`config.mk`:
```
export PLATFORM = sky130hd
export DESIGN_NAME = layered_char_lcd_compositor_top
export DESIGN_NICKNAME = d
export VERILOG_FILES = /design/src/lcc_pkg.sv /design/src/layered_char_lcd_compositor_top.sv /design/src/lcc_dp.sv /design/src/lcc_ctrl.sv
export SDC_FILE = /design/constraint.sdc
export NUM_CORES = 2
export LEC_CHECK = 0
export BUFFER_PORTS_ARGS = -buffer_cell sky130_fd_sc_hd__buf_2
export CAP_MARGIN = 0
export CORE_MARGIN = 10
export CORE_UTILIZATION = 35
export DETAILED_ROUTE_END_ITERATION = 8
export HOLD_SLACK_MARGIN = 0.03
export SLEW_MARGIN = 0
export SYNTH_ARGS = -nofsm -noshare
export SYNTH_HDL_FRONTEND = slang
export SYNTH_HIERARCHICAL = 1
export SYNTH_SLANG_ARGS = --single-unit
```
`constraint.sdc`:
```
create_clock -name clk -period 6.1 [get_ports clk]
set_clock_uncertainty 0.1 [all_clocks]
set_input_delay 0.61 -clock clk [delete_from_list [all_inputs] [get_ports clk]]
set_output_delay 0.61 -clock clk [all_outputs]
set_load 0.01 [all_outputs]
```
`src/lcc_pkg.sv`:
```
// ----------------------------------------------------------------------------
// lcc_pkg
// Shared types and constants for the layered character display compositor.
// ----------------------------------------------------------------------------
package lcc_pkg;

  localparam int LYR_W = 3;   // layer field / counter width
  localparam int COL_W = 6;   // column counter width, holds up to 64 columns

  localparam logic [7:0] RESET_CHAR = 8'h20;
  localparam logic [6:0] ROW2_BASE  = 7'h40;
  localparam logic [8:0] DD_ADDR    = 9'h080;
  localparam logic [8:0] DATA_RS    = 9'h100;
  localparam logic [8:0] ON_OFF     = 9'h008;
  localparam logic [8:0] DISP_ON    = 9'h004;

  localparam logic [2:0] CMD_WRITE   = 3'd0;
  localparam logic [2:0] CMD_CLR_LYR = 3'd1;
  localparam logic [2:0] CMD_CLR_LN  = 3'd2;
  localparam logic [2:0] CMD_SET_CUR = 3'd3;
  localparam logic [2:0] CMD_HIDE    = 3'd4;
  localparam logic [2:0] CMD_SHOW    = 3'd5;
  localparam logic [2:0] CMD_TOGGLE  = 3'd6;
  localparam logic [2:0] CMD_REFRESH = 3'd7;

  typedef enum logic [1:0] {WS_CODE, WS_TRANS, WS_INIT} wsrc_t;
  typedef enum logic [1:0] {HID_NONE, HID_SET, HID_CLR, HID_FLIP} hid_op_t;
  typedef enum logic [2:0] {
    EK_STATUS, EK_ROWADDR, EK_ADDR, EK_DATA, EK_CURSOR, EK_MODE
  } emit_kind_t;

  typedef struct packed {
    logic              lm_rd;
    logic              lm_wr;
    wsrc_t             wsrc;
    logic              sh_wr;
    logic              sh_init;
    logic [LYR_W-1:0]  lyr;
    logic              row;
    logic [COL_W-1:0]  col;
    logic [7:0]        code;
    logic              acc_en;
    logic              acc_first;
    hid_op_t           hid_op;
    logic              cur_wr;
    logic              cur_on;
    logic              cur_blink;
    logic              cur_upd;
    logic              emit;
    emit_kind_t        kind;
    logic              status;
    logic              last;
  } dp_cmd_t;

  typedef struct packed {
    logic busy;   // output register full and not being taken
    logic diff;   // composed char differs from shown char
  } dp_stat_t;

endpackage

```
`src/layered_char_lcd_compositor_top.sv`:
```
// ----------------------------------------------------------------------------
// layered_char_lcd_compositor_top
// Layered two-row character compositor producing HD44780-style words.
//
//  channel  dir  handshake           payload
//  in       in   in_tvalid/tready    in_tdata: command item
//  out      out  out_tvalid/tready   out_tdata, out_tlast
//  cfg      in   cfg_we              cfg_wdata: transparent code
//
// After reset a sweep over all LAYERS*2*COLS entries fills the stores; no
// item is taken meanwhile. A layer clear writes 2*COLS entries, a line clear
// COLS. Refresh reads every layer in turn for each of the 2*COLS positions
// and emits data words only for changed characters. A stalled out side holds
// the sequencer; one item is in work at a time.
// ----------------------------------------------------------------------------
module layered_char_lcd_compositor_top
  import lcc_pkg::*;
#(
  parameter int LAYERS = 4,
  parameter int COLS   = 16
) (
  input  logic        clk,
  input  logic        rst_n,
  input  logic        cfg_we,
  input  logic [7:0]  cfg_wdata,
  input  logic        in_tvalid,
  output logic        in_tready,
  // cmd[2:0] layer[5:3] row[7:6] col[12:8] char_code[20:13]
  // cursor_on[21] cursor_blink[22], zero pad
  input  logic [23:0] in_tdata,
  output logic        out_tvalid,
  input  logic        out_tready,
  // lcd_word[8:0] word_valid[9] status[10], zero pad
  output logic [15:0] out_tdata,
  output logic        out_tlast
);

  dp_cmd_t  cmd;
  dp_stat_t stat;

  lcc_ctrl #(.LAYERS(LAYERS), .COLS(COLS)) u_ctrl (
    .clk, .rst_n, .in_tvalid, .in_tready, .in_tdata, .stat, .cmd
  );

  lcc_dp #(.LAYERS(LAYERS), .COLS(COLS)) u_dp (
    .clk, .rst_n, .cfg_we, .cfg_wdata, .cmd, .stat,
    .out_tvalid, .out_tready, .out_tdata, .out_tlast
  );

endmodule

```
`src/lcc_dp.sv`:
```
// ----------------------------------------------------------------------------
// lcc_dp
// Datapath: layer and shown-char memories, flags, cursors, compositing
// accumulator and the output register.
// ----------------------------------------------------------------------------
module lcc_dp
  import lcc_pkg::*;
#(
  parameter int LAYERS = 4,
  parameter int COLS   = 16
) (
  input  logic        clk,
  input  logic        rst_n,
  input  logic        cfg_we,
  input  logic [7:0]  cfg_wdata,
  input  dp_cmd_t     cmd,
  output dp_stat_t    stat,
  output logic        out_tvalid,
  input  logic        out_tready,
  output logic [15:0] out_tdata,
  output logic        out_tlast
);

  localparam int DEPTH = LAYERS * 2 * COLS;
  localparam int AW    = (DEPTH > 1) ? $clog2(DEPTH) : 1;
  localparam int SW    = (2 * COLS > 1) ? $clog2(2 * COLS) : 1;
  localparam int LW    = (LAYERS > 1) ? $clog2(LAYERS) : 1;

  logic [7:0] lm [DEPTH];
  logic [7:0] sh [2*COLS];

  logic [7:0]       trans_r;
  logic [7:0]       lm_q_r, sh_q_r, acc_r;
  logic [LAYERS-1:0] hid_r;
  logic             crow_r [LAYERS];
  logic [COL_W-1:0] ccol_r [LAYERS];
  logic             con_r  [LAYERS];
  logic             cblk_r [LAYERS];
  logic             comp_row_r, comp_on_r, comp_blk_r;
  logic [COL_W-1:0] comp_col_r;
  logic             ov_r, olast_r;
  logic [10:0]      od_r;

  logic [9:0]    la;
  logic [6:0]    sa;
  logic [AW-1:0] lm_addr;
  logic [SW-1:0] sh_addr;
  logic [LW-1:0] li;
  logic [7:0]    wdata, acc_base, acc_nxt;
  logic          any_vis;
  logic [LW-1:0] top_l;
  logic [8:0]    word;
  logic [6:0]    cur_addr;

  assign la      = 10'(cmd.lyr) * 10'(2 * COLS) + 10'(cmd.row) * 10'(COLS) + 10'(cmd.col);
  assign sa      = 7'(cmd.row) * 7'(COLS) + 7'(cmd.col);
  assign lm_addr = la[AW-1:0];
  assign sh_addr = sa[SW-1:0];
  assign li      = cmd.lyr[LW-1:0];

  always_comb begin
    case (cmd.wsrc)
      WS_CODE:  wdata = cmd.code;
      WS_TRANS: wdata = trans_r;
      default:  wdata = RESET_CHAR;
    endcase
  end

  always_comb begin
    acc_base = cmd.acc_first ? trans_r : acc_r;
    acc_nxt  = acc_base;
    if (!hid_r[li] && lm_q_r != trans_r) acc_nxt = lm_q_r;
  end

  always_comb begin
    any_vis = 1'b0;
    top_l   = '0;
    for (int i = 0; i < LAYERS; i++) begin
      if (!hid_r[i]) begin
        any_vis = 1'b1;
        top_l   = LW'(i);
      end
    end
  end

  assign cur_addr = (comp_row_r ? ROW2_BASE : 7'h00) + 7'(comp_col_r);

  always_comb begin
    case (cmd.kind)
      EK_ROWADDR: word = DD_ADDR | (cmd.row ? {2'b00, ROW2_BASE} : 9'h000);
      EK_ADDR:    word = DD_ADDR | {2'b00, (cmd.row ? ROW2_BASE : 7'h00) + 7'(cmd.col)};
      EK_DATA:    word = DATA_RS | {1'b0, acc_r};
      EK_CURSOR:  word = DD_ADDR | {2'b00, cur_addr};
      EK_MODE:    word = ON_OFF | DISP_ON | {7'd0, comp_on_r, comp_blk_r};
      default:    word = '0;
    endcase
  end

  // memories
  always_ff @(posedge clk) begin
    if (cmd.lm_wr) lm[lm_addr] <= wdata;
    if (cmd.lm_rd) begin
      lm_q_r <= lm[lm_addr];
      sh_q_r <= sh[sh_addr];
    end
    if (cmd.sh_wr) sh[sh_addr] <= cmd.sh_init ? RESET_CHAR : acc_r;
    if (cmd.acc_en) acc_r <= acc_nxt;
  end

  always_ff @(posedge clk) begin
    if (!rst_n) begin
      trans_r    <= RESET_CHAR;
      hid_r      <= '0;
      comp_row_r <= 1'b0;
      comp_col_r <= '0;
      comp_on_r  <= 1'b0;
      comp_blk_r <= 1'b0;
      ov_r       <= 1'b0;
      olast_r    <= 1'b0;
      for (int i = 0; i < LAYERS; i++) begin
        crow_r[i] <= 1'b0;
        ccol_r[i] <= '0;
        con_r[i]  <= 1'b0;
        cblk_r[i] <= 1'b0;
      end
    end else begin
      if (cfg_we) trans_r <= cfg_wdata;
      case (cmd.hid_op)
        HID_SET:  hid_r[li] <= 1'b1;
        HID_CLR:  hid_r[li] <= 1'b0;
        HID_FLIP: hid_r[li] <= ~hid_r[li];
        default:  ;
      endcase
      if (cmd.cur_wr) begin
        crow_r[li] <= cmd.row;
        ccol_r[li] <= cmd.col;
        con_r[li]  <= cmd.cur_on;
        cblk_r[li] <= cmd.cur_blink;
      end
      if (cmd.cur_upd) begin
        if (any_vis) begin
          comp_row_r <= crow_r[top_l];
          comp_col_r <= ccol_r[top_l];
          comp_on_r  <= con_r[top_l];
          comp_blk_r <= cblk_r[top_l];
        end else begin
          comp_on_r  <= 1'b0;
          comp_blk_r <= 1'b0;
        end
      end
      if (cmd.emit) begin
        ov_r    <= 1'b1;
        olast_r <= cmd.last;
      end else if (out_tready) begin
        ov_r <= 1'b0;
      end
    end
  end

  always_ff @(posedge clk) begin
    if (cmd.emit) od_r <= {cmd.status, cmd.kind != EK_STATUS, word};
  end

  assign stat.busy  = ov_r & ~out_tready;
  assign stat.diff  = sh_q_r != acc_r;
  assign out_tvalid = ov_r;
  assign out_tdata  = {5'd0, od_r};
  assign out_tlast  = olast_r;

endmodule

```
`src/lcc_ctrl.sv`:
```
// ----------------------------------------------------------------------------
// lcc_ctrl
// Controller: command decode, clearing sweeps and the refresh sequencer.
// ----------------------------------------------------------------------------
module lcc_ctrl
  import lcc_pkg::*;
#(
  parameter int LAYERS = 4,
  parameter int COLS   = 16
) (
  input  logic        clk,
  input  logic        rst_n,
  input  logic        in_tvalid,
  output logic        in_tready,
  input  logic [23:0] in_tdata,
  input  dp_stat_t    stat,
  output dp_cmd_t     cmd
);

  typedef enum logic [3:0] {
    S_INIT, S_IDLE, S_EXEC, S_CLR, S_STAT, S_RADDR, S_RD, S_ACC,
    S_CMP, S_SKIPA, S_DATA, S_NEXT, S_CUR, S_MODE
  } state_t;

  localparam logic [LYR_W-1:0] LAST_L = LYR_W'(LAYERS - 1);
  localparam logic [COL_W-1:0] LAST_C = COL_W'(COLS - 1);

  state_t           state_r, state_nxt;
  logic [2:0]       op_r, op_nxt;
  logic [LYR_W-1:0] lyr_r, lyr_nxt, l_r, l_nxt;
  logic [1:0]       rin_r, rin_nxt;
  logic [4:0]       cin_r, cin_nxt;
  logic [7:0]       code_r, code_nxt;
  logic             on_r, on_nxt, blk_r, blk_nxt;
  logic             row_r, row_nxt, skip_r, skip_nxt, bad_r, bad_nxt;
  logic             line_r, line_nxt;
  logic [COL_W-1:0] col_r, col_nxt;
  logic             lok, rok, cok;

  assign lok = {1'b0, lyr_r} < (LYR_W + 1)'(LAYERS);
  assign rok = (rin_r == 2'd1) || (rin_r == 2'd2);
  assign cok = (cin_r != 5'd0) && (COL_W'(cin_r) <= COL_W'(COLS));

  always_comb begin
    state_nxt = state_r;
    op_nxt = op_r;  lyr_nxt = lyr_r;  rin_nxt = rin_r;  cin_nxt = cin_r;
    code_nxt = code_r;  on_nxt = on_r;  blk_nxt = blk_r;
    l_nxt = l_r;  row_nxt = row_r;  col_nxt = col_r;
    skip_nxt = skip_r;  bad_nxt = bad_r;  line_nxt = line_r;
    in_tready = 1'b0;

    cmd           = '0;
    cmd.wsrc      = WS_INIT;
    cmd.hid_op    = HID_NONE;
    cmd.kind      = EK_STATUS;
    cmd.lyr       = l_r;
    cmd.row       = row_r;
    cmd.col       = col_r;
    cmd.code      = code_r;
    cmd.cur_on    = on_r;
    cmd.cur_blink = blk_r;

    case (state_r)
      S_INIT: begin
        cmd.lm_wr   = 1'b1;
        cmd.sh_wr   = (l_r == '0);
        cmd.sh_init = 1'b1;
        if (col_r == LAST_C) begin
          col_nxt = '0;
          row_nxt = ~row_r;
          if (row_r) begin
            l_nxt = l_r + 1'b1;
            if (l_r == LAST_L) state_nxt = S_IDLE;
          end
        end else begin
          col_nxt = col_r + 1'b1;
        end
      end
      S_IDLE: begin
        in_tready = 1'b1;
        if (in_tvalid) begin
          op_nxt   = in_tdata[2:0];
          lyr_nxt  = in_tdata[5:3];
          rin_nxt  = in_tdata[7:6];
          cin_nxt  = in_tdata[12:8];
          code_nxt = in_tdata[20:13];
          on_nxt   = in_tdata[21];
          blk_nxt  = in_tdata[22];
          row_nxt  = 1'b0;
          col_nxt  = '0;
          if (in_tdata[2:0] == CMD_REFRESH) begin
            cmd.cur_upd = 1'b1;
            state_nxt   = S_RADDR;
          end else begin
            state_nxt = S_EXEC;
          end
        end
      end
      S_EXEC: begin
        cmd.lyr   = lyr_r;
        cmd.row   = (rin_r == 2'd2);
        cmd.col   = COL_W'(cin_r) - 1'b1;
        l_nxt     = lyr_r;
        state_nxt = S_STAT;
        bad_nxt   = 1'b0;
        case (op_r)
          CMD_WRITE: begin
            if (lok && rok && cok) begin
              cmd.lm_wr = 1'b1;
              cmd.wsrc  = WS_CODE;
            end else bad_nxt = 1'b1;
          end
          CMD_SET_CUR: begin
            if (lok && rok && cok) cmd.cur_wr = 1'b1;
            else bad_nxt = 1'b1;
          end
          CMD_CLR_LYR: begin
            if (lok) begin
              line_nxt  = 1'b0;
              row_nxt   = 1'b0;
              state_nxt = S_CLR;
            end else bad_nxt = 1'b1;
          end
          CMD_CLR_LN: begin
            if (lok && rok) begin
              line_nxt  = 1'b1;
              row_nxt   = (rin_r == 2'd2);
              state_nxt = S_CLR;
            end else bad_nxt = 1'b1;
          end
          CMD_HIDE:   if (lok) cmd.hid_op = HID_SET;  else bad_nxt = 1'b1;
          CMD_SHOW:   if (lok) cmd.hid_op = HID_CLR;  else bad_nxt = 1'b1;
          CMD_TOGGLE: if (lok) cmd.hid_op = HID_FLIP; else bad_nxt = 1'b1;
          default:    bad_nxt = 1'b1;
        endcase
      end
      S_CLR: begin
        cmd.lm_wr = 1'b1;
        cmd.wsrc  = WS_TRANS;
        if (col_r == LAST_C) begin
          col_nxt = '0;
          if (line_r || row_r) state_nxt = S_STAT;
          else row_nxt = 1'b1;
        end else begin
          col_nxt = col_r + 1'b1;
        end
      end
      S_STAT: begin
        if (!stat.busy) begin
          cmd.emit   = 1'b1;
          cmd.status = bad_r;
          cmd.last   = 1'b1;
          state_nxt  = S_IDLE;
        end
      end
      S_RADDR: begin
        if (!stat.busy) begin
          cmd.emit  = 1'b1;
          cmd.kind  = EK_ROWADDR;
          skip_nxt  = 1'b0;
          l_nxt     = '0;
          state_nxt = S_RD;
        end
      end
      S_RD: begin
        cmd.lm_rd = 1'b1;
        state_nxt = S_ACC;
      end
      S_ACC: begin
        cmd.acc_en    = 1'b1;
        cmd.acc_first = (l_r == '0);
        if (l_r == LAST_L) begin
          state_nxt = S_CMP;
        end else begin
          l_nxt     = l_r + 1'b1;
          state_nxt = S_RD;
        end
      end
      S_CMP: begin
        if (stat.diff) state_nxt = skip_r ? S_SKIPA : S_DATA;
        else begin
          skip_nxt  = 1'b1;
          state_nxt = S_NEXT;
        end
      end
      S_SKIPA: begin
        if (!stat.busy) begin
          cmd.emit  = 1'b1;
          cmd.kind  = EK_ADDR;
          skip_nxt  = 1'b0;
          state_nxt = S_DATA;
        end
      end
      S_DATA: begin
        if (!stat.busy) begin
          cmd.emit  = 1'b1;
          cmd.kind  = EK_DATA;
          cmd.sh_wr = 1'b1;
          state_nxt = S_NEXT;
        end
      end
      S_NEXT: begin
        l_nxt = '0;
        if (col_r == LAST_C) begin
          col_nxt = '0;
          if (row_r) state_nxt = S_CUR;
          else begin
            row_nxt   = 1'b1;
            state_nxt = S_RADDR;
          end
        end else begin
          col_nxt   = col_r + 1'b1;
          state_nxt = S_RD;
        end
      end
      S_CUR: begin
        if (!stat.busy) begin
          cmd.emit  = 1'b1;
          cmd.kind  = EK_CURSOR;
          state_nxt = S_MODE;
        end
      end
      S_MODE: begin
        if (!stat.busy) begin
          cmd.emit  = 1'b1;
          cmd.kind  = EK_MODE;
          cmd.last  = 1'b1;
          state_nxt = S_IDLE;
        end
      end
      default: state_nxt = S_IDLE;
    endcase
  end

  always_ff @(posedge clk) begin
    if (!rst_n) begin
      state_r <= S_INIT;
      l_r     <= '0;
      row_r   <= 1'b0;
      col_r   <= '0;
      skip_r  <= 1'b0;
      bad_r   <= 1'b0;
      line_r  <= 1'b0;
    end else begin
      state_r <= state_nxt;
      l_r     <= l_nxt;
      row_r   <= row_nxt;
      col_r   <= col_nxt;
      skip_r  <= skip_nxt;
      bad_r   <= bad_nxt;
      line_r  <= line_nxt;
    end
  end

  always_ff @(posedge clk) begin
    op_r   <= op_nxt;
    lyr_r  <= lyr_nxt;
    rin_r  <= rin_nxt;
    cin_r  <= cin_nxt;
    code_r <= code_nxt;
    on_r   <= on_nxt;
    blk_r  <= blk_nxt;
  end

`ifndef NO_ASSERTIONS
  a_emit_free: assert property (@(posedge clk) disable iff (!rst_n)
    cmd.emit |-> !stat.busy) else $error("word issued into a full output register");
  a_col_range: assert property (@(posedge clk) disable iff (!rst_n)
    col_r <= LAST_C) else $error("column counter out of range");
  a_rd_wr: assert property (@(posedge clk) disable iff (!rst_n)
    !(cmd.lm_rd && cmd.lm_wr)) else $error("layer memory read and write together");
  a_compose_done: assert property (@(posedge clk) disable iff (!rst_n)
    (state_r == S_ACC && l_r == LAST_L) |=> state_r == S_CMP)
    else $error("compare did not follow last layer");
`endif

endmodule

```
==> results.yml <==
setup_path:
  startpoint: "u_ctrl/cin_r[0]$_DFFE_PP_"
  critPathCaptureType: "flip-flop"
  worst-setup-path-type: "flip-flop to flip-flop"
  cp-start-kind: "flip-flop"
  arrival_ns: 5.63
  r2r-start: "u_ctrl/cin_r[0]$_DFFE_PP_"
  critPathRequiredTime_ns: 6.38
  critPathMaxFanout: 12
clock_tree:
  htreeDepth: 4
  clkTransAtPathRegs_ns: 0.06
  clk-insertion-delay-late_ns: 0.76
  post-cts-setup-buffer-count: 0
  cts_root_buf: "clkbuf_16"
  cts_max_path_buffers: 3
  cts_tree: "yes"
  cts_resized: 0
  cts_num_sinks: 1414
  cts_buffers: 140
sta:
  fin_crit_ns: 5.341
  timing.fmax_mhz: 187.2
  worst_slew_pin_slew_ns: 1.339
  post-route-period-util_pct: 87.56
  hold_viol: 0
  maxSlewHeadroom_pct: 10.51
  tns_ns: 0
  finalSetupViolCount: 0
  rsz0062_at_grt: "no"
  finalMaxSlewViolations: 0
place:
  gp_congestion: 0.8164
  hpwl_mm: 86.80
  io_buffers: 49
  postPlaceCellArea_sq_mm: 0.05976
global_route:
  globalRouteOverflowTotal: 0
  grt_max_degree: 129
  grt_pass1_wl_mm: 201.8
  antenna_found_initial: 0
  grt_util_all_layers_pct: 15.04
  grt_pass1_vias: 29520
die:
  die_w_um: 421.0
  coreArea_sq_mm: 0.1602
  rows: 147
  dieArea_sq_mm: 0.1772
  io_pins: 56
  initial_utilization_pct: 35.13
  die_h_um: 421.0
drt:
  vias: 30140
  drcViolationCount: 0
  wire_per_inst_um: 24.01
  drt-initial-drc-count: 3021
  drt-total-wl_mm: 137.9
  dr.pass1.iters: 5
  ant_nets: 0
  via_per_inst: 5.247
layout:
  syn2layout_area_growth_pct: 14.32
  n_fill_cell: 14360
  design_area_sq_mm: 0.06434
  final_util_pct: 40.16
  final_nets: 3519
  diodes: 0
  drive_gt1_share_pct: 14.90
  regArea_sq_mm: 0.04197
  multiInputGateArea_sq_mm: 0.01340
status:
  status: "finished, final reports clean"
synth:
  postSynthCellCount: 3295
  synthesis.area_sq_mm: 0.05628
  avgSynthCellArea_sq_um: 17.08
  ys.warnings.count: 6
min_path:
  hp-start: "cfg_wdata[6]"
  hold_class: "input pin to flip-flop"
power_and_ir_drop:
  p_seq_share_pct: 54.4
  p_leak_nw: 22.67
  finalPower_mw: 19.40
  power.share.combinational_pct: 3.7
  p_sw_mw: 3.955
  internal-power_mw: 15.44
  irDropWorstVdd_uv: 239.2
  powerDensity_mw_per_mm2: 301.5
  clockPowerShare_pct: 41.9
  swShare_pct: 20.39
flow_run:
  cap_violations: 0
sequential cells by signal, indices dropped and copies added, names as in the netlist, 5 cells and up:
register	flops
u_dp/sh_q_r	8
u_ctrl/col_r	6
u_dp/acc_r	8
u_dp/sh	256
u_dp/lm_q_r	8
u_ctrl/code_r	8
u_dp/comp_col_r	6
u_ctrl/cin_r	5
u_dp/od_r	11
u_dp/lm	1024
u_dp/trans_r	8
u_dp/ccol_r	24
critical path: stages, from the launching register on:
cell,delay (ns)
edfxtp_1,0.44
inv_1,0.09
ha_1,0.17
nor3b_1,0.24
xnor2_1,0.19
o21ai_0,0.59
ha_1,0.26
inv_1,0.05
fa_1,0.43
xor2_1,0.18
nor2_1,0.90
nand2_1,0.49
nor2_1,0.82
path summary, 6_finish.rpt:
| kind | to | slack, ns | cells past startpoint |
|---|---|---|---|
| setup / recovery | u_dp/lm[98][2]$_DFFE_PP_ | 0.76 | 12 |
| hold / removal | u_dp/trans_r[6]$_SDFFE_PN0P_ | 0.09 | 3 |
| setup reg to reg | u_dp/lm[98][2]$_DFFE_PP_ | 0.76 | 12 |
| hold reg to reg | u_dp/con_r[0]$_DFF_P_ | 0.37 | 2 |
stage by stage:
step | worst slack, ns | cells | hold WS (ns)
floorplan | 0.6619 | 3299 | 0.3443
global placement | 0.7078 | 5463 | 0.3540
detailed placement | 0.7573 | 5463 | 0.3630
CTS | 0.7505 | 5745 | 0.03560
global route | 0.4214 | 5745 | 0.07766
finish | 0.7588 | 5745 | 0.08508
final cells by class:
class                   count  share of cell area, %
clock buffers             183                  5.861
clock inverters            70                 0.7954
inverters                  23                 0.1342
multi-input cells        1656                  20.83
flip-flops and latches   1414                  65.23
well taps                2160                  4.201
repair buffers            239                  2.944
repair_timing:
action,4_1_cts,5_1_grt
endpoints found under the hold margin,29,0
hold buffers,29,0
setup endpoints to repair,0,0
per-layer routing:
layer  track usage [%]  part of all wire [%]  up-vias
met5                 0                     0        -
met4             4.556                   2.6        0
met3             2.742                   6.3      205
met2             23.98                    47      975
met1             20.90                    44    15520
li1                  -                     -    13450
layout by cell type, fill, tap and decap left out, types with 7 or more instances in the layout:
cell	count
a21oi_1	22
dfxtp_1	49
mux2_2	20
nor3_1	24
o22ai_1	259
nor2_4	8
and3_1	9
o21ai_0	35
xor2_1	18
nor2b_1	24
nand2b_1	11
nor2b_2	7
o211a_1	12
clkinv_1	34
nor4_1	72
and2_1	7
buf_4	149
ha_1	7
clkbuf_1	38
buf_12	12
edfxtp_1	1365
a22oi_1	25
buf_2	49
or3_1	7
xnor2_1	8
clkbuf_16	145
mux4_2	77
nand3_1	9
dlygate4sd3_1	29
inv_1	23
clkinv_2	23
mux2i_1	554
nor2_1	211
nand2_1	133
power by group through the flow:
stage          Clock, mW  Combinational [mW]  Sequential, mW
3_3_place_gp           0               0.702            10.8
2_1_floorplan          0               0.475            10.8
5_1_grt             8.68               0.753            10.6
6_report            8.12               0.719            10.6
4_1_cts             8.29               0.720            10.6
3_5_place_dp           0               0.702            10.8
Power figures use the tool's default switching activity.
